--- src/rmea_pkg.sv ---
// Shared constants, codes and the arctangent table for the Euler angle unit.
// Used by every module of the unit and by its checker.
package rmea_pkg;

   // Number of CORDIC micro-rotations (8 to 24).
   localparam int CORDIC_ITERATIONS = 16;

   // Datapath widths.
   localparam int CW = 34;  // CORDIC x and y
   localparam int ZW = 28;  // CORDIC angle accumulator, units of 2^-24 rad
   localparam int RW = 50;  // square root radicand
   localparam int SQRT_STAGES = 25;
   localparam int ROOT_W = SQRT_STAGES;

   // Angle constants.
   localparam logic signed [ZW-1:0] PI_FINE = ZW'(52707179);
   localparam logic signed [15:0] PI_Q = 16'sd25736;
   localparam logic signed [15:0] HALF_PI_Q = 16'sd12868;
   localparam logic signed [15:0] ONE_Q14 = 16'sd16384;

   // Pole codes.
   localparam logic [1:0] POLE_NORMAL = 2'd0;
   localparam logic [1:0] POLE_LOWER = 2'd1;
   localparam logic [1:0] POLE_UPPER = 2'd2;

   // atan(2^-i) in units of 2^-24 rad.
   function automatic logic signed [ZW-1:0] atan_val(input int i);
      logic signed [ZW-1:0] v;
      case (i)
         0: v = ZW'(13176795);
         1: v = ZW'(7778716);
         2: v = ZW'(4110060);
         3: v = ZW'(2086331);
         4: v = ZW'(1047214);
         5: v = ZW'(524117);
         6: v = ZW'(262123);
         7: v = ZW'(131069);
         8: v = ZW'(65536);
         9: v = ZW'(32768);
         10: v = ZW'(16384);
         11: v = ZW'(8192);
         12: v = ZW'(4096);
         13: v = ZW'(2048);
         14: v = ZW'(1024);
         15: v = ZW'(512);
         16: v = ZW'(256);
         17: v = ZW'(128);
         18: v = ZW'(64);
         19: v = ZW'(32);
         20: v = ZW'(16);
         21: v = ZW'(8);
         22: v = ZW'(4);
         23: v = ZW'(2);
         default: v = '0;
      endcase
      return v;
   endfunction

endpackage

--- src/rmea_isqrt.sv ---
// Pipelined integer square root, one result bit per register stage.
// Depends on rmea_pkg.
module rmea_isqrt import rmea_pkg::*; (
   input  logic              clock,
   input  logic              adv,
   input  logic [RW-1:0]     rad_in,
   output logic [ROOT_W-1:0] root_out
);

   localparam int TOP_BIT = 2 * (SQRT_STAGES - 1);

   logic [RW-1:0] v_ff [SQRT_STAGES];
   logic [RW-1:0] r_ff [SQRT_STAGES];
   logic [RW-1:0] v_in [SQRT_STAGES];
   logic [RW-1:0] r_in [SQRT_STAGES];

   // Each stage tries one root bit against the remaining radicand.
   always_comb begin
      logic [RW-1:0] v_prev;
      logic [RW-1:0] r_prev;
      logic [RW-1:0] bit_c;
      logic [RW-1:0] trial;
      for (int j = 0; j < SQRT_STAGES; j++) begin
         v_prev = (j == 0) ? rad_in : v_ff[(j == 0) ? 0 : j - 1];
         r_prev = (j == 0) ? '0 : r_ff[(j == 0) ? 0 : j - 1];
         bit_c = RW'(1) << (TOP_BIT - 2 * j);
         trial = r_prev + bit_c;
         if (v_prev >= trial) begin
            v_in[j] = v_prev - trial;
            r_in[j] = (r_prev >> 1) + bit_c;
         end else begin
            v_in[j] = v_prev;
            r_in[j] = r_prev >> 1;
         end
      end
   end

   always_ff @(posedge clock) begin
      if (adv) begin
         for (int j = 0; j < SQRT_STAGES; j++) begin
            v_ff[j] <= v_in[j];
            r_ff[j] <= r_in[j];
         end
      end
   end

   assign root_out = r_ff[SQRT_STAGES-1][ROOT_W-1:0];

endmodule

--- config.mk ---
export PLATFORM = sky130hd
export DESIGN_NAME = rmea_isqrt
export DESIGN_NICKNAME = d
export VERILOG_FILES = /design/src/rmea_pkg.sv /design/src/rmea_isqrt.sv
export SDC_FILE = /design/constraint.sdc
export NUM_CORES = 2
export LEC_CHECK = 0
export BUFFER_PORTS_ARGS = -buffer_cell sky130_fd_sc_hd__buf_2
export CAP_MARGIN = 10
export CORE_ASPECT_RATIO = 1.1
export CORE_MARGIN = 2
export CORE_UTILIZATION = 25
export CTS_CLUSTER_DIAMETER = 200
export DETAILED_ROUTE_END_ITERATION = 6
export PLACE_DENSITY = 0.42
export SLEW_MARGIN = 20
export SYNTH_ARGS = -nofsm -noshare
export SYNTH_HDL_FRONTEND = slang
export SYNTH_SLANG_ARGS = --single-unit
--- constraint.sdc ---
create_clock -name clock -period 4.65 [get_ports clock]
set_clock_uncertainty 0.15 [all_clocks]
set_input_delay 0.6975 -clock clock [delete_from_list [all_inputs] [get_ports clock]]
set_output_delay 0.6975 -clock clock [all_outputs]
set_load 0.01 [all_outputs]
== Word level (Yosys, flattened, before mapping) ==
Memories as Yosys holds them, arrays and structs flattened.
Index checks and enable logic that the tools add are counted.

* Add/sub/neg operators: 73
* Magnitude comparators: 25
* Muxes and demuxes: 52

{| class="wikitable"
|+ Operators by type and width
! cell !! number
|-
| two-way mux 50 bit || 49
|-
| greater-or-equal comparator 50 bit || 24
|-
| subtractor 50 bit || 24
|-
| adder 49 x 1 -> 50 bit, second input constant || 1
|-
| adder 49 x 11 -> 50 bit, second input constant || 1
|-
| adder 49 x 13 -> 50 bit, second input constant || 1
|-
| adder 49 x 15 -> 50 bit, second input constant || 1
|-
| adder 49 x 17 -> 50 bit, second input constant || 1
|-
| adder 49 x 19 -> 50 bit, second input constant || 1
|-
| adder 49 x 21 -> 50 bit, second input constant || 1
|-
| adder 49 x 23 -> 50 bit, second input constant || 1
|-
| adder 49 x 25 -> 50 bit, second input constant || 1
|-
| adder 49 x 27 -> 50 bit, second input constant || 1
|-
| adder 49 x 29 -> 50 bit, second input constant || 1
|-
| adder 49 x 3 -> 50 bit, second input constant || 1
|-
| adder 49 x 31 -> 50 bit, second input constant || 1
|-
| adder 49 x 33 -> 50 bit, second input constant || 1
|-
| adder 49 x 35 -> 50 bit, second input constant || 1
|-
| adder 49 x 37 -> 50 bit, second input constant || 1
|-
| adder 49 x 39 -> 50 bit, second input constant || 1
|-
| adder 49 x 41 -> 50 bit, second input constant || 1
|-
| adder 49 x 43 -> 50 bit, second input constant || 1
|-
| adder 49 x 45 -> 50 bit, second input constant || 1
|-
| adder 49 x 47 -> 50 bit, second input constant || 1
|-
| 31 further kinds || 32
|}

* Bits in registers: 0
* RAM bits: 2500
* Input port bits: 52
* Output and inout port bits: 25
* Word-level logic and storage cells: 152
* Memories kept: 2

{| class="wikitable"
|+ Memory list
! name !! words !! bits a word !! read ports !! clocked after memory_dff !! write ports !! RTL line !! source
|-
| r_ff || 25 || 50 || 25 || 0 || 25 || rmea_isqrt.sv:13 || <nowiki>logic [RW-1:0] r_ff [SQRT_STAGES];</nowiki>
|-
| v_ff || 25 || 50 || 24 || 0 || 25 || rmea_isqrt.sv:12 || <nowiki>logic [RW-1:0] v_ff [SQRT_STAGES];</nowiki>
|}

== Logic depth before layout (Yosys ltp) ==
An unclocked memory read counts as a cell.

* Depth after elaboration: 4
* Mapped depth: 14
* Mapped depth without buffers: 11

== Worst setup path after synthesis ==
No wires, ideal clock.

* Path kind: flip-flop to flip-flop
* Start point: memory v_ff[14][21] (netlist: v_ff[1][321])
* End point: memory v_ff[15][48] (netlist: v_ff[1][398]) (data pin)
* Library setup time: 258 ps
* Arrival: 2880 ps
* Data required time: 4242 ps
* Path slack: 1362 ps
* Cell stages (with the launch flop): 10
* Buffers on the path: 0
* Period minus slack after synthesis: 3288 ps
* Path through: edfxtp_1 ha_1 or2_2 o311a_1 o41ai_1 a21oi_1 or3_1 a2111oi_2 nand4b_1 xnor2_1

{| class="wikitable"
|+ RTL lines
! item !! RTL line
|-
| start: declaration || rmea_isqrt.sv:12
|}

==> impl_metrics.ini <==
[pwr]
p_clk_frac = 0.343
internal-power_mw = 28.4
pwr-share-seq = 0.468
p_leak_nw = 31.1
vdd_drop_max_mv = 0.425
p_sw_frac = 0.288
pwr_density_cell_nw_per_um2 = 470
p_sw_mw = 11.5
p_comb_frac = 0.189
total_power_mw = 39.9

[final_layout]
nNetsFinal = 6420
area_growth_pct = 16.2
drive_gt1_frac = 0.0841
n_fill_cell = 29463

[hold_path]
hold_path_class = in2reg
min-delay-start = adv

[place]
post-place-ws_ps = 46.0
gp_congestion = 0.889
dp.final_hpwl_um = 137000
port_buffers = 76

[timing]
setup_slack_ps = 431
worst_slew_pin_slew_ps = 1130
min_period_ps = 4220
finalHoldViolCount = 0
period_share = 0.907
finalSetupViolations = 0
grt_setup_unrepaired = false
drv_slew = 0
setup_tns_ps = 0
slew_headroom = 0.236
fmax_mhz = 237

[clocking]
clk_pin_slew_worst_paths_ps = 50
cts_buffers = 175
cts_sinks = 1525
ctsRootBufferMaster = clkbuf_16
clk-insertion-delay-late_ps = 850
cts_buffer_depth = 3
cts_tree = done
h-tree-depth = 4

[synthesis]
ys_seq_area_frac = 0.627
ys_seq_elements = 1525
synthDistinctLibCells = 90
synth_cells = 5751
synth_area_per_cell_sq_um = 12.7
synth_most_common_cell = edfxtp_1
yosys_warnings = 0
yosysTopAreaCell = edfxtp_1
ys_top_cells_by_count = edfxtp_1 (1525), inv_1 (430), nor2_1 (404)
synthArstFlopShare = 0
syn_nets = 6149
synth_area_leaders = edfxtp_1 (63%), ha_1 (5.9%), xnor2_1 (3.3%)
synth_ff_type = edfxtp_1
netlist_area_sq_um = 73100
netlist.area_leader.share = 0.627
synth_edf_count = 1525

[setup_path]
path_max_fanout = 23
start_kind = flip-flop
path_class = reg2reg
cp-startpoint = v_ff[2][178]
worstPathRequired_ps = 4980
endpoint_kind = flip-flop
cp.arrival_ps = 4550
critical_path.reg2reg.startpoint = v_ff[2][178]

[routing]
viasPerCell = 4.49
totalWireLength_um = 181000
vias = 45073
ant_nets = 0
dr.pass1.iters = 7
drt_iter0_markers = 2273
drc_errors = 0
wl_per_cell_um = 18.0

[global_routing]
grt_max_degree = 154
grt_pass1_vias = 47618
antenna_found_initial = 2
grt_pass1_wl_um = 278000
grt_usage = 0.120
grt_overflow_total = 0

[die]
core_area_sq_um = 291000
placementRows = 208
dieArea_sq_um = 297000
die_h_um = 571
die_x_um = 519
initial_core_util = 0.251
ioPinCount = 77

[outcome]
status = finished clean

[flow_run]
drv_cap = 0
## final timing paths
kind                  end  slack [ps]  cells after the start
min reg2reg  r_ff[1][215]         260                      0
min          r_ff[0][538]         200                      1
max          v_ff[2][241]         430                     10
max reg2reg  v_ff[2][241]         430                     10
## critical path, cell delays in order, from the launching register on
cell and delay (ps):
edfxtp_1 400, ha_1 430, nand4_1 240, or3_1 610, nor4_2 600, a2111o_1 150
a21oi_1 80, inv_2 440, nand2b_1 290, o41ai_1 360, o21ai_0 150
## per-layer routing
layer,GRT usage,routed length (um),vias to the layer above
met5,0,0,-
met4,0.0587,8980,0
met3,0.0184,4930,360
met2,0.245,102000,722
met1,0.115,64500,21851
li1,-,-,22140
## cell families after synthesis
| group | after synthesis | synth area share |
|---|---|---|
| AND/OR/NAND/NOR | 1650 | 0.117 |
| flip-flops | 1525 | 0.627 |
| AO/OA/AOI/OAI | 1088 | 0.0932 |
| buffers and inverters | 557 | 0.0307 |
| XOR/XNOR | 519 | 0.0622 |
| adder cells (fa/ha/maj) | 346 | 0.0593 |
| multiplexers | 66 | 0.0103 |
## cells in the final DEF (no fill, tap or decap), types with 43 or more instances in the layout
cell type      netlist  routed
nor2b_1             43      43
a21oi_1            360     360
mux2_2              52      52
inv_1              430     430
xnor2_1            277     277
o21ai_0            238     238
clkbuf_1            73      47
dlygate4sd3_1        0      51
xor2_1             242     242
nor4_1             192     188
buf_2               11      75
or3_1               54      54
nor3_1             162     160
edfxtp_1          1525    1525
nand2b_1            65      65
a21o_1             104     104
nand4_1             80      80
nand2_1            320     320
nor2_1             404     403
buf_4               28      75
o21a_1              74      74
ha_1               346     346
clkbuf_16            0     176
nand3_1            100     100
or4_1               45      45
## what timing repair did
item / CTS / global route
endpoints found under the hold margin: 51 / 0
resized for setup: 0 / 1
hold buffers: 51 / 0
buffers inserted: 0 / 0
endpoints found under the setup margin: 0 / 6
## layout make-up
type,instances,area [sq um],area share
multi-input cells,3669,25100,0.295
repair buffers,218,1790,0.0211
clock buffers,223,4580,0.0540
inverters,433,1630,0.0191
diodes,2,5.00,0.0000590
clock inverters,92,1150,0.0136
flip-flops and latches,1525,45800,0.539
well taps,3885,4860,0.0573
## state kept, by name, summed over array words and instances (netlist names)
| name | cells |
|---|---|
| v_ff | 1200 |
| r_ff | 325 |
## power by group through the flow
stage               sequential [mW]  clock [mW]  combinational (mW)
floorplan                      18.4           0                5.43
global placement               19.0           0                7.43
detailed placement             19.0           0                7.48
CTS                            18.7        14.2                7.56
global route                   18.9        14.7                8.43
finish                         18.7        13.7                7.53
## per-stage QoR
step                      cells   util  instance area, sq um  hold slack (ps)
final                     10047  0.292                 84900              196
after global routing      10047  0.292                 84900              114
after CTS                 10045  0.291                 84900             83.5
after detailed placement   9679  0.270                 78600              279
after global placement     9678  0.270                 78600              280
after floorplan            5751      -                 73100              267
Note: power is estimated with default switching activity, not from simulation.
