**src/rmea_pkg.sv**
```systemverilog
// Shared constants, codes and the arctangent table for the Euler angle unit.
// Used by every module of the unit and by its checker.
package rmea_pkg;

   // Number of CORDIC micro-rotations (8 to 24).
   localparam int CORDIC_ITERATIONS = 16;

   // Datapath widths.
   localparam int CW = 34;  // CORDIC x and y
   localparam int ZW = 28;  // CORDIC angle accumulator, units of 2^-24 rad
   localparam int RW = 50;  // square root radicand
   localparam int SQRT_STAGES = 25;
   localparam int ROOT_W = SQRT_STAGES;

   // Angle constants.
   localparam logic signed [ZW-1:0] PI_FINE = ZW'(52707179);
   localparam logic signed [15:0] PI_Q = 16'sd25736;
   localparam logic signed [15:0] HALF_PI_Q = 16'sd12868;
   localparam logic signed [15:0] ONE_Q14 = 16'sd16384;

   // Pole codes.
   localparam logic [1:0] POLE_NORMAL = 2'd0;
   localparam logic [1:0] POLE_LOWER = 2'd1;
   localparam logic [1:0] POLE_UPPER = 2'd2;

   // atan(2^-i) in units of 2^-24 rad.
   function automatic logic signed [ZW-1:0] atan_val(input int i);
      logic signed [ZW-1:0] v;
      case (i)
         0: v = ZW'(13176795);
         1: v = ZW'(7778716);
         2: v = ZW'(4110060);
         3: v = ZW'(2086331);
         4: v = ZW'(1047214);
         5: v = ZW'(524117);
         6: v = ZW'(262123);
         7: v = ZW'(131069);
         8: v = ZW'(65536);
         9: v = ZW'(32768);
         10: v = ZW'(16384);
         11: v = ZW'(8192);
         12: v = ZW'(4096);
         13: v = ZW'(2048);
         14: v = ZW'(1024);
         15: v = ZW'(512);
         16: v = ZW'(256);
         17: v = ZW'(128);
         18: v = ZW'(64);
         19: v = ZW'(32);
         20: v = ZW'(16);
         21: v = ZW'(8);
         22: v = ZW'(4);
         23: v = ZW'(2);
         default: v = '0;
      endcase
      return v;
   endfunction

endpackage

```
**src/rmea_cordic.sv**
```systemverilog
// Pipelined vectoring CORDIC computing atan2 in signed Q3.13 radians.
// Depends on rmea_pkg. The folded input, every micro-rotation and the rounded angle are registered.
module rmea_cordic import rmea_pkg::*; (
   input  logic                 clock,
   input  logic                 adv,
   input  logic signed [CW-1:0] y_in,
   input  logic signed [CW-1:0] x_in,
   input  logic                 neg_in,
   output logic signed [15:0]   angle_out
);

   localparam int NS = CORDIC_ITERATIONS + 1;

   logic signed [CW-1:0] x_ff [NS];
   logic signed [CW-1:0] y_ff [NS];
   logic signed [ZW-1:0] z_ff [NS];
   logic                 zero_ff [NS];
   logic                 neg_ff [NS];
   logic signed [CW-1:0] x_in0;
   logic signed [CW-1:0] y_in0;
   logic signed [ZW-1:0] z_in0;
   logic signed [15:0]   angle_ff;
   logic signed [15:0]   angle_in;

   // Fold the left half plane onto the right and seed the angle with +-pi.
   always_comb begin
      x_in0 = x_in;
      y_in0 = y_in;
      z_in0 = '0;
      if (x_in[CW-1]) begin
         x_in0 = -x_in;
         y_in0 = -y_in;
         z_in0 = y_in[CW-1] ? -PI_FINE : PI_FINE;
      end
   end

   // Micro-rotation stages, one per register.
   always_ff @(posedge clock) begin
      if (adv) begin
         x_ff[0] <= x_in0;
         y_ff[0] <= y_in0;
         z_ff[0] <= z_in0;
         zero_ff[0] <= (x_in == '0) && (y_in == '0);
         neg_ff[0] <= neg_in;
         for (int i = 0; i < CORDIC_ITERATIONS; i++) begin
            if (!y_ff[i][CW-1] && (y_ff[i] != '0)) begin
               x_ff[i+1] <= x_ff[i] + (y_ff[i] >>> i);
               y_ff[i+1] <= y_ff[i] - (x_ff[i] >>> i);
               z_ff[i+1] <= z_ff[i] + atan_val(i);
            end else begin
               x_ff[i+1] <= x_ff[i] - (y_ff[i] >>> i);
               y_ff[i+1] <= y_ff[i] + (x_ff[i] >>> i);
               z_ff[i+1] <= z_ff[i] - atan_val(i);
            end
            zero_ff[i+1] <= zero_ff[i];
            neg_ff[i+1] <= neg_ff[i];
         end
         angle_ff <= angle_in;
      end
   end

   // Round to Q3.13 with ties up, clamp to +-pi, then force zero for a zero vector or apply the sign flip.
   always_comb begin
      logic signed [ZW:0]   rnd;
      logic signed [ZW:0]   q;
      logic signed [15:0]   qc;
      rnd = {z_ff[NS-1][ZW-1], z_ff[NS-1]} + (ZW + 1)'(1024);
      q = rnd >>> 11;
      if (q > (ZW + 1)'(PI_Q)) begin
         qc = PI_Q;
      end else if (q < -(ZW + 1)'(PI_Q)) begin
         qc = -PI_Q;
      end else begin
         qc = q[15:0];
      end
      if (zero_ff[NS-1]) begin
         angle_in = '0;
      end else if (neg_ff[NS-1]) begin
         angle_in = -qc;
      end else begin
         angle_in = qc;
      end
   end

   assign angle_out = angle_ff;

endmodule

```
**config.mk**
```make
export PLATFORM = sky130hd
export DESIGN_NAME = rmea_cordic
export DESIGN_NICKNAME = d
export VERILOG_FILES = /design/src/rmea_pkg.sv /design/src/rmea_cordic.sv
export SDC_FILE = /design/constraint.sdc
export NUM_CORES = 2
export LEC_CHECK = 0
export BUFFER_PORTS_ARGS = -buffer_cell sky130_fd_sc_hd__buf_2
export CAP_MARGIN = 5
export CORE_MARGIN = 2
export CORE_UTILIZATION = 45
export CTS_CLUSTER_SIZE = 16
export DETAILED_ROUTE_END_ITERATION = 6
export PLACE_DENSITY = 0.57
export SETUP_SLACK_MARGIN = 0.5
export SLEW_MARGIN = 20
export SYNTH_ARGS = -nofsm -noshare
export SYNTH_HDL_FRONTEND = slang
export SYNTH_SLANG_ARGS = --single-unit
```
**constraint.sdc**
```tcl
create_clock -name clock -period 16.85 [get_ports clock]
set_input_delay 2.5275 -clock clock [delete_from_list [all_inputs] [get_ports clock]]
set_output_delay 2.5275 -clock clock [all_outputs]
set_load 0.1 [all_outputs]
```
**Yosys cells after proc, flatten, opt, wreduce, memory -nomap -nowiden**

Memory sizes are Yosys's and may differ from the RTL's.
Index checks and enable logic that the tools add are counted.

- Input bits: 71
- Bits in writable memories: 1666
- Memories kept: 5
- Output and inout bits: 16
- Flip-flop bits (word level): 16

Memory list:

| memory | depth | width | rd ports | clocked after memory_dff | wr ports | line | RTL |
|---|---|---|---|---|---|---|---|
| x_ff | 17 | 34 | 16 | 0 | 17 | rmea_cordic.sv:14 | `logic signed [CW-1:0] x_ff [NS];` |
| y_ff | 17 | 34 | 16 | 0 | 17 | rmea_cordic.sv:15 | `logic signed [CW-1:0] y_ff [NS];` |
| z_ff | 17 | 28 | 17 | 0 | 17 | rmea_cordic.sv:16 | `logic signed [ZW-1:0] z_ff [NS];` |
| neg_ff | 17 | 1 | 17 | 0 | 17 | rmea_cordic.sv:18 | `logic neg_ff [NS];` |
| zero_ff | 17 | 1 | 17 | 0 | 17 | rmea_cordic.sv:17 | `logic zero_ff [NS];` |

- Bitwise logic cells: 48
- Reductions and logical operators: 51
- Add/sub/neg operators: 99
- Muxes and demuxes: 217
- $lt $le $gt $ge: 2

Operators with widths:

| cell | number |
|---|---|
| two-way mux 28 bit | 82 |
| two-way mux 34 bit | 34 |
| nonzero test 34 bit | 16 |
| adder 28 bit | 16 |
| subtractor 28 bit | 16 |
| two-way mux 1 bit | 98 |
| adder 34 x 19 -> 34 bit | 2 |
| adder 34 x 20 -> 34 bit | 2 |
| adder 34 x 21 -> 34 bit | 2 |
| adder 34 x 22 -> 34 bit | 2 |
| adder 34 x 23 -> 34 bit | 2 |
| adder 34 x 24 -> 34 bit | 2 |
| adder 34 x 25 -> 34 bit | 2 |
| adder 34 x 26 -> 34 bit | 2 |
| adder 34 x 27 -> 34 bit | 2 |
| adder 34 x 28 -> 34 bit | 2 |
| adder 34 x 29 -> 34 bit | 2 |
| adder 34 x 30 -> 34 bit | 2 |
| adder 34 x 31 -> 34 bit | 2 |
| adder 34 x 32 -> 34 bit | 2 |
| adder 34 x 33 -> 34 bit | 2 |
| logical NOT 34 bit | 2 |
| negator 34 bit | 2 |
| subtractor 34 x 19 -> 34 bit | 2 |
| 24 further kinds | 119 |

**Longest topological paths before layout**

- Depth after elaboration: 6
- Mapped depth: 25
- Depth with buffers taken out: 24

**Least setup slack after synthesis**

No wires, ideal clock.

- Path kind: in2reg
- From: input port adv
- To: memory y_ff[14][32] (data pin)
- Library setup time: 258 ps
- Cell stages on the path: 20
- Data arrival time: 7205 ps
- Setup slack: 9388 ps
- Path buffers: 4
- Path through: clkbuf_1 -> clkbuf_1 -> clkbuf_1 -> o21ai_1 -> inv_1 -> clkbuf_1 -> nor2_1 -> xor2_1 -> ha_1 -> nor2b_1 -> o31ai_1 -> a21oi_1 -> o41ai_1 -> a21oi_1 -> a311oi_1 -> o21ai_0 -> a31oi_1 -> o311ai_0 -> a21oi_1 -> xnor2_1

RTL lines:

| item | line | RTL |
|---|---|---|
| from (decl) | rmea_cordic.sv:5 | `input logic adv,` |
| to (decl) | rmea_cordic.sv:15 |  |

==> flow_summary.html <==
<table>
<tr><th>Metric</th><th>Value</th></tr>
<tr><th colspan="2">Global route</th></tr>
<tr><td>Maximum number of pins on one net before global-route repair</td><td>182</td></tr>
<tr><td>Wire length of the first global-routing pass</td><td>523000 um</td></tr>
<tr><td>Initial antenna violation count</td><td>12</td></tr>
<tr><td>Leftover overflow at the end of global routing</td><td>0</td></tr>
<tr><td>Number of global-route vias before repair</td><td>92000</td></tr>
<tr><td>GRT Resource Usage Total</td><td>24.0%</td></tr>
<tr><th colspan="2">Cells and area</th></tr>
<tr><td>Count of non-filler cells in the finished layout</td><td>16400</td></tr>
<tr><td>Multi-input gate area in the final layout</td><td>74100 sq um</td></tr>
<tr><td>Fin nets</td><td>14100</td></tr>
<tr><td>Proportion of layout cells with a drive suffix above 1</td><td>4.37%</td></tr>
<tr><td>Filler Cells Inserted</td><td>25000</td></tr>
<tr><td>Final core utilization</td><td>49.0%</td></tr>
<tr><td>Sequential cell area</td><td>43800 sq um</td></tr>
<tr><td>Area growth syn-to-layout</td><td>8.48%</td></tr>
<tr><th colspan="2">Clock network</th></tr>
<tr><td>Number of buffers inserted for hold repair after clock tree synthesis</td><td>0</td></tr>
<tr><td>Max clock buf depth</td><td>4</td></tr>
<tr><td>Clock tree from TritonCTS</td><td>yes</td></tr>
<tr><td>Post-CTS setup repair buffer count</td><td>0</td></tr>
<tr><td>Cells resized by post-CTS repair</td><td>0</td></tr>
<tr><td>Clock-pin transition on the worst setup and hold timing paths</td><td>0.06 ns</td></tr>
<tr><td>Clock Sink Count</td><td>1458</td></tr>
<tr><td>Number of H-tree levels</td><td>4</td></tr>
<tr><td>Clock insertion delay at the later pin of the skew report</td><td>0.87 ns</td></tr>
<tr><td>Number of buffers added by the clock tree synthesis step</td><td>180</td></tr>
<tr><td>Clock Root Buffer</td><td>clkbuf_16</td></tr>
<tr><th colspan="2">Critical path</th></tr>
<tr><td>Library cell contributing the largest single delay on the critical path</td><td>buf_4</td></tr>
<tr><td>Buffer and inverter count on the worst path</td><td>7</td></tr>
<tr><td>Critical Path Start Type</td><td>input pin</td></tr>
<tr><td>Worst reg2reg path endpoint</td><td>x_ff[4][33]</td></tr>
<tr><td>Most numerous cell on the critical path</td><td>buf_4</td></tr>
<tr><td>Data arrival, critical path</td><td>9.65 ns</td></tr>
<tr><td>Worst setup path start</td><td>adv</td></tr>
<tr><td>Critical path endpoint category</td><td>register</td></tr>
<tr><td>CP delay by family, top</td><td>buffers and inverters</td></tr>
<tr><td>Worst R2R Setup Slack</td><td>8.12 ns</td></tr>
<tr><td>Critical register-to-register path startpoint</td><td>y_ff[3][8]</td></tr>
<tr><td>Cells along the critical path</td><td>buf_12 -&gt; buf_4 -&gt; buf_4 -&gt; buf_12 -&gt; o21ai_4 -&gt; buf_4 -&gt; inv_1 -&gt; buf_4 -&gt; nor2_1 -&gt; xor2_1 -&gt; ha_1 -&gt; nor2b_1 -&gt; o31a_1 -&gt; o21ai_0 -&gt; a211oi_1 -&gt; o21ai_0 -&gt; a21oi_1 -&gt; o41ai_1 -&gt; o311ai_0 -&gt; a211o_1 -&gt; o21ai_0 -&gt; xnor2_1</td></tr>
<tr><td>Crit path largest cell delay</td><td>0.70 ns</td></tr>
<tr><td>Worst Reg2Reg Path Length in Cells</td><td>24</td></tr>
<tr><td>Classification of the worst setup path</td><td>input pin to register</td></tr>
<tr><td>Worst Path Max Fanout</td><td>128</td></tr>
<tr><td>Required @ worst endpoint</td><td>17.45 ns</td></tr>
<tr><th colspan="2">Worst hold path</th></tr>
<tr><td>Worst min-delay path category</td><td>register to register</td></tr>
<tr><td>Capture endpoint of the worst hold path</td><td>neg_ff[0][12]</td></tr>
<tr><td>HP Start</td><td>neg_ff[0][11]</td></tr>
<tr><td>Number of stages on the worst hold path</td><td>0</td></tr>
<tr><th colspan="2">Synth</th></tr>
<tr><td>Warnings, synthesis</td><td>0</td></tr>
<tr><td>Cells after Synth</td><td>12600</td></tr>
<tr><td>Async SR Flop Fraction</td><td>0%</td></tr>
<tr><td>Sequential fraction of the synthesis area</td><td>36.2%</td></tr>
<tr><td>Net count after synthesis</td><td>14000</td></tr>
<tr><td>Total standard cell area after synthesis</td><td>121000 sq um</td></tr>
<tr><td>Number of enable flip-flop cells after synthesis</td><td>1458</td></tr>
<tr><td>Post-synth top flop</td><td>edfxtp_1</td></tr>
<tr><td>Count of unique library cells instantiated by Yosys</td><td>89</td></tr>
<tr><td>Synth Register Bits</td><td>1458</td></tr>
<tr><td>Syn_area_per_cell</td><td>9.60 sq um</td></tr>
<tr><th colspan="2">Die</th></tr>
<tr><td>Overall die width</td><td>522 um</td></tr>
<tr><td>Die height</td><td>522 um</td></tr>
<tr><td>Core Box Area</td><td>268000 sq um</td></tr>
<tr><td>Total number of placement rows</td><td>190</td></tr>
<tr><td>Boundary Pins</td><td>87</td></tr>
<tr><td>Initial Utilization</td><td>45.2%</td></tr>
<tr><td>Die area</td><td>273000 sq um</td></tr>
<tr><th colspan="2">STA</th></tr>
<tr><td>Setup Viol. Count Final</td><td>0</td></tr>
<tr><td>Remaining max-slew budget at the tightest pin</td><td>20.7%</td></tr>
<tr><td>Time the worst path needs with I/O delays and setup</td><td>9.05 ns</td></tr>
<tr><td>Post-route setup TNS</td><td>0 ns</td></tr>
<tr><td>Final Hold Vio Count</td><td>0</td></tr>
<tr><td>Final worst setup slack</td><td>7.80 ns</td></tr>
<tr><td>Pin slew with the least headroom to its limit</td><td>1.18 ns</td></tr>
<tr><td>Final worst clock skew</td><td>0.0519 ns</td></tr>
<tr><td>Maximum operating frequency</td><td>111 MHz</td></tr>
<tr><td>Setup repair after global routing missed its margin</td><td>no</td></tr>
<tr><td>Fraction of the cycle the final worst path needs</td><td>53.7%</td></tr>
<tr><td>Final slew viol count</td><td>0</td></tr>
<tr><th colspan="2">Detailed routing</th></tr>
<tr><td>Average via count per standard cell</td><td>5.85</td></tr>
<tr><td>Post-route ant nets</td><td>0</td></tr>
<tr><td>Number of search-and-repair iterations in the first detailed-routing pass</td><td>6</td></tr>
<tr><td>Routed wirelength normalized by instance count</td><td>20.5 um</td></tr>
<tr><td>Total wire length</td><td>337000 um</td></tr>
<tr><td>Final routed DRC violation total</td><td>0</td></tr>
<tr><td>1st-iter DRT viols</td><td>7951</td></tr>
<tr><td>Routed vias</td><td>95900</td></tr>
<tr><th colspan="2">Flow run</th></tr>
<tr><td>Max-cap violations</td><td>0</td></tr>
<tr><th colspan="2">Place</th></tr>
<tr><td>Buffers added on ports</td><td>86</td></tr>
<tr><td>Gpl congestion</td><td>0.941</td></tr>
<tr><td>Total instance count after detailed placement</td><td>16100</td></tr>
<tr><td>Worst slack after detailed placement</td><td>7.10 ns</td></tr>
<tr><td>HPWL after DPL</td><td>267000 um</td></tr>
<tr><th colspan="2">Run status</th></tr>
<tr><td>Outcome</td><td>finished, final reports clean</td></tr>
</table>
## layout by cell type (no fill, tap or decap), types with 64 or more instances in the layout
cell          n
a211oi_1    105
o41ai_1     106
a21o_1      493
nand2_1     744
or2_2        64
nand3_1     186
a31oi_1      87
nor4_1      117
a21oi_1    1144
nand4_1      93
edfxtp_1   1458
nor3_1      293
ha_1       1315
o21a_1      194
nand2b_1    220
or4_1        85
clkbuf_16   180
o31ai_1     247
nor2b_1     156
and3_1      106
xnor2_1    1251
buf_2        86
or3_1       152
o21bai_1    156
xor2_1      601
o21ai_0     776
nor2_1      915
inv_1       594
## state kept, by name, summed over array words and instances, names as in the netlist
name,flops
z_ff,369
angle_out,16
y_ff,543
neg_ff,17
zero_ff,17
x_ff,496
## synth_stat cells (247+ instances only)
library cell / instances / area (sq um)
a21o_1: 493 / 3700
a21oi_1: 1146 / 5740
edfxtp_1: 1458 / 43800
ha_1: 1315 / 16500
inv_1: 594 / 2230
nand2_1: 744 / 2790
nor2_1: 915 / 3430
nor3_1: 293 / 1470
o21ai_0: 778 / 3890
o31ai_1: 247 / 1850
xnor2_1: 1251 / 11000
xor2_1: 601 / 5260
## worst max-delay path by stage
| stage | to | depth (start not counted) |
|---|---|---|
| 2_1_floorplan | y_ff[14][32] | 20 |
| 3_3_place_gp | y_ff[8][32] | 22 |
| 3_5_place_dp | y_ff[8][32] | 22 |
| 4_1_cts | y_ff[8][33] | 22 |
| 5_1_grt | y_ff[8][32] | 22 |
| 6_report | y_ff[8][32] | 22 |
## layer usage
| metal | wire length [um] | vias up | GRT usage (%) |
|---|---|---|---|
| met5 | 0 | - | 0 |
| met4 | 8850 | 0 | 6.06 |
| met3 | 18700 | 466 | 3.04 |
| met2 | 155000 | 2321 | 39.3 |
| met1 | 155000 | 46200 | 33.5 |
| li1 | - | 46900 | - |
## worst register-to-register path: stages (launching register included)
cell,delay [ns]
edfxtp_1,0.49
or4_1,0.66
nor4_1,0.92
nand2_1,0.34
nor4_1,0.53
nand3b_1,0.57
nor4_2,0.32
buf_4,0.26
o21ai_4,0.14
inv_2,0.12
buf_4,0.42
nor2_1,0.16
xnor2_1,0.15
ha_1,0.35
a21o_1,0.21
a21oi_1,0.19
o21ai_0,0.15
or3_1,0.32
o21ai_0,0.67
nor4b_1,0.19
o22ai_1,0.46
o311ai_0,0.30
a31o_2,0.31
a21oi_1,0.17
xnor2_1,0.09
## cell families after synthesis
group / after synthesis / synth area share, %
and+or+nand+nor: 3306 / 13.5
AOI/OAI and AO/OA: 3736 / 19.5
muxes: 50 / 0.431
adders and majority gates: 1359 / 14.3
DFF: 1458 / 36.2
buffers and inverters: 832 / 2.60
xor gates and xnor gates: 1853 / 13.4
## cell type report
cell class,count,share of cell area (%)
Sequential cell,1458,33.4
Antenna cell,10,0.0191
Timing Repair Buffer,145,0.704
Multi-Input combinational cell,10300,56.5
Clock buffer,211,3.52
Clock inverter,111,0.770
Inverter,606,1.73
Tap cell,3552,3.39
## stage by stage
step	hold WS (ns)	cell area, sq um
floorplan	0.400	121000
global placement	0.400	126000
detailed placement	0.405	126000
CTS	0.409	131000
global route	0.413	131000
finish	0.411	131000
Power is left out: the tool's default activity adds up to more than one toggle a clock period on the data nets, which glitch-free logic cannot reach.
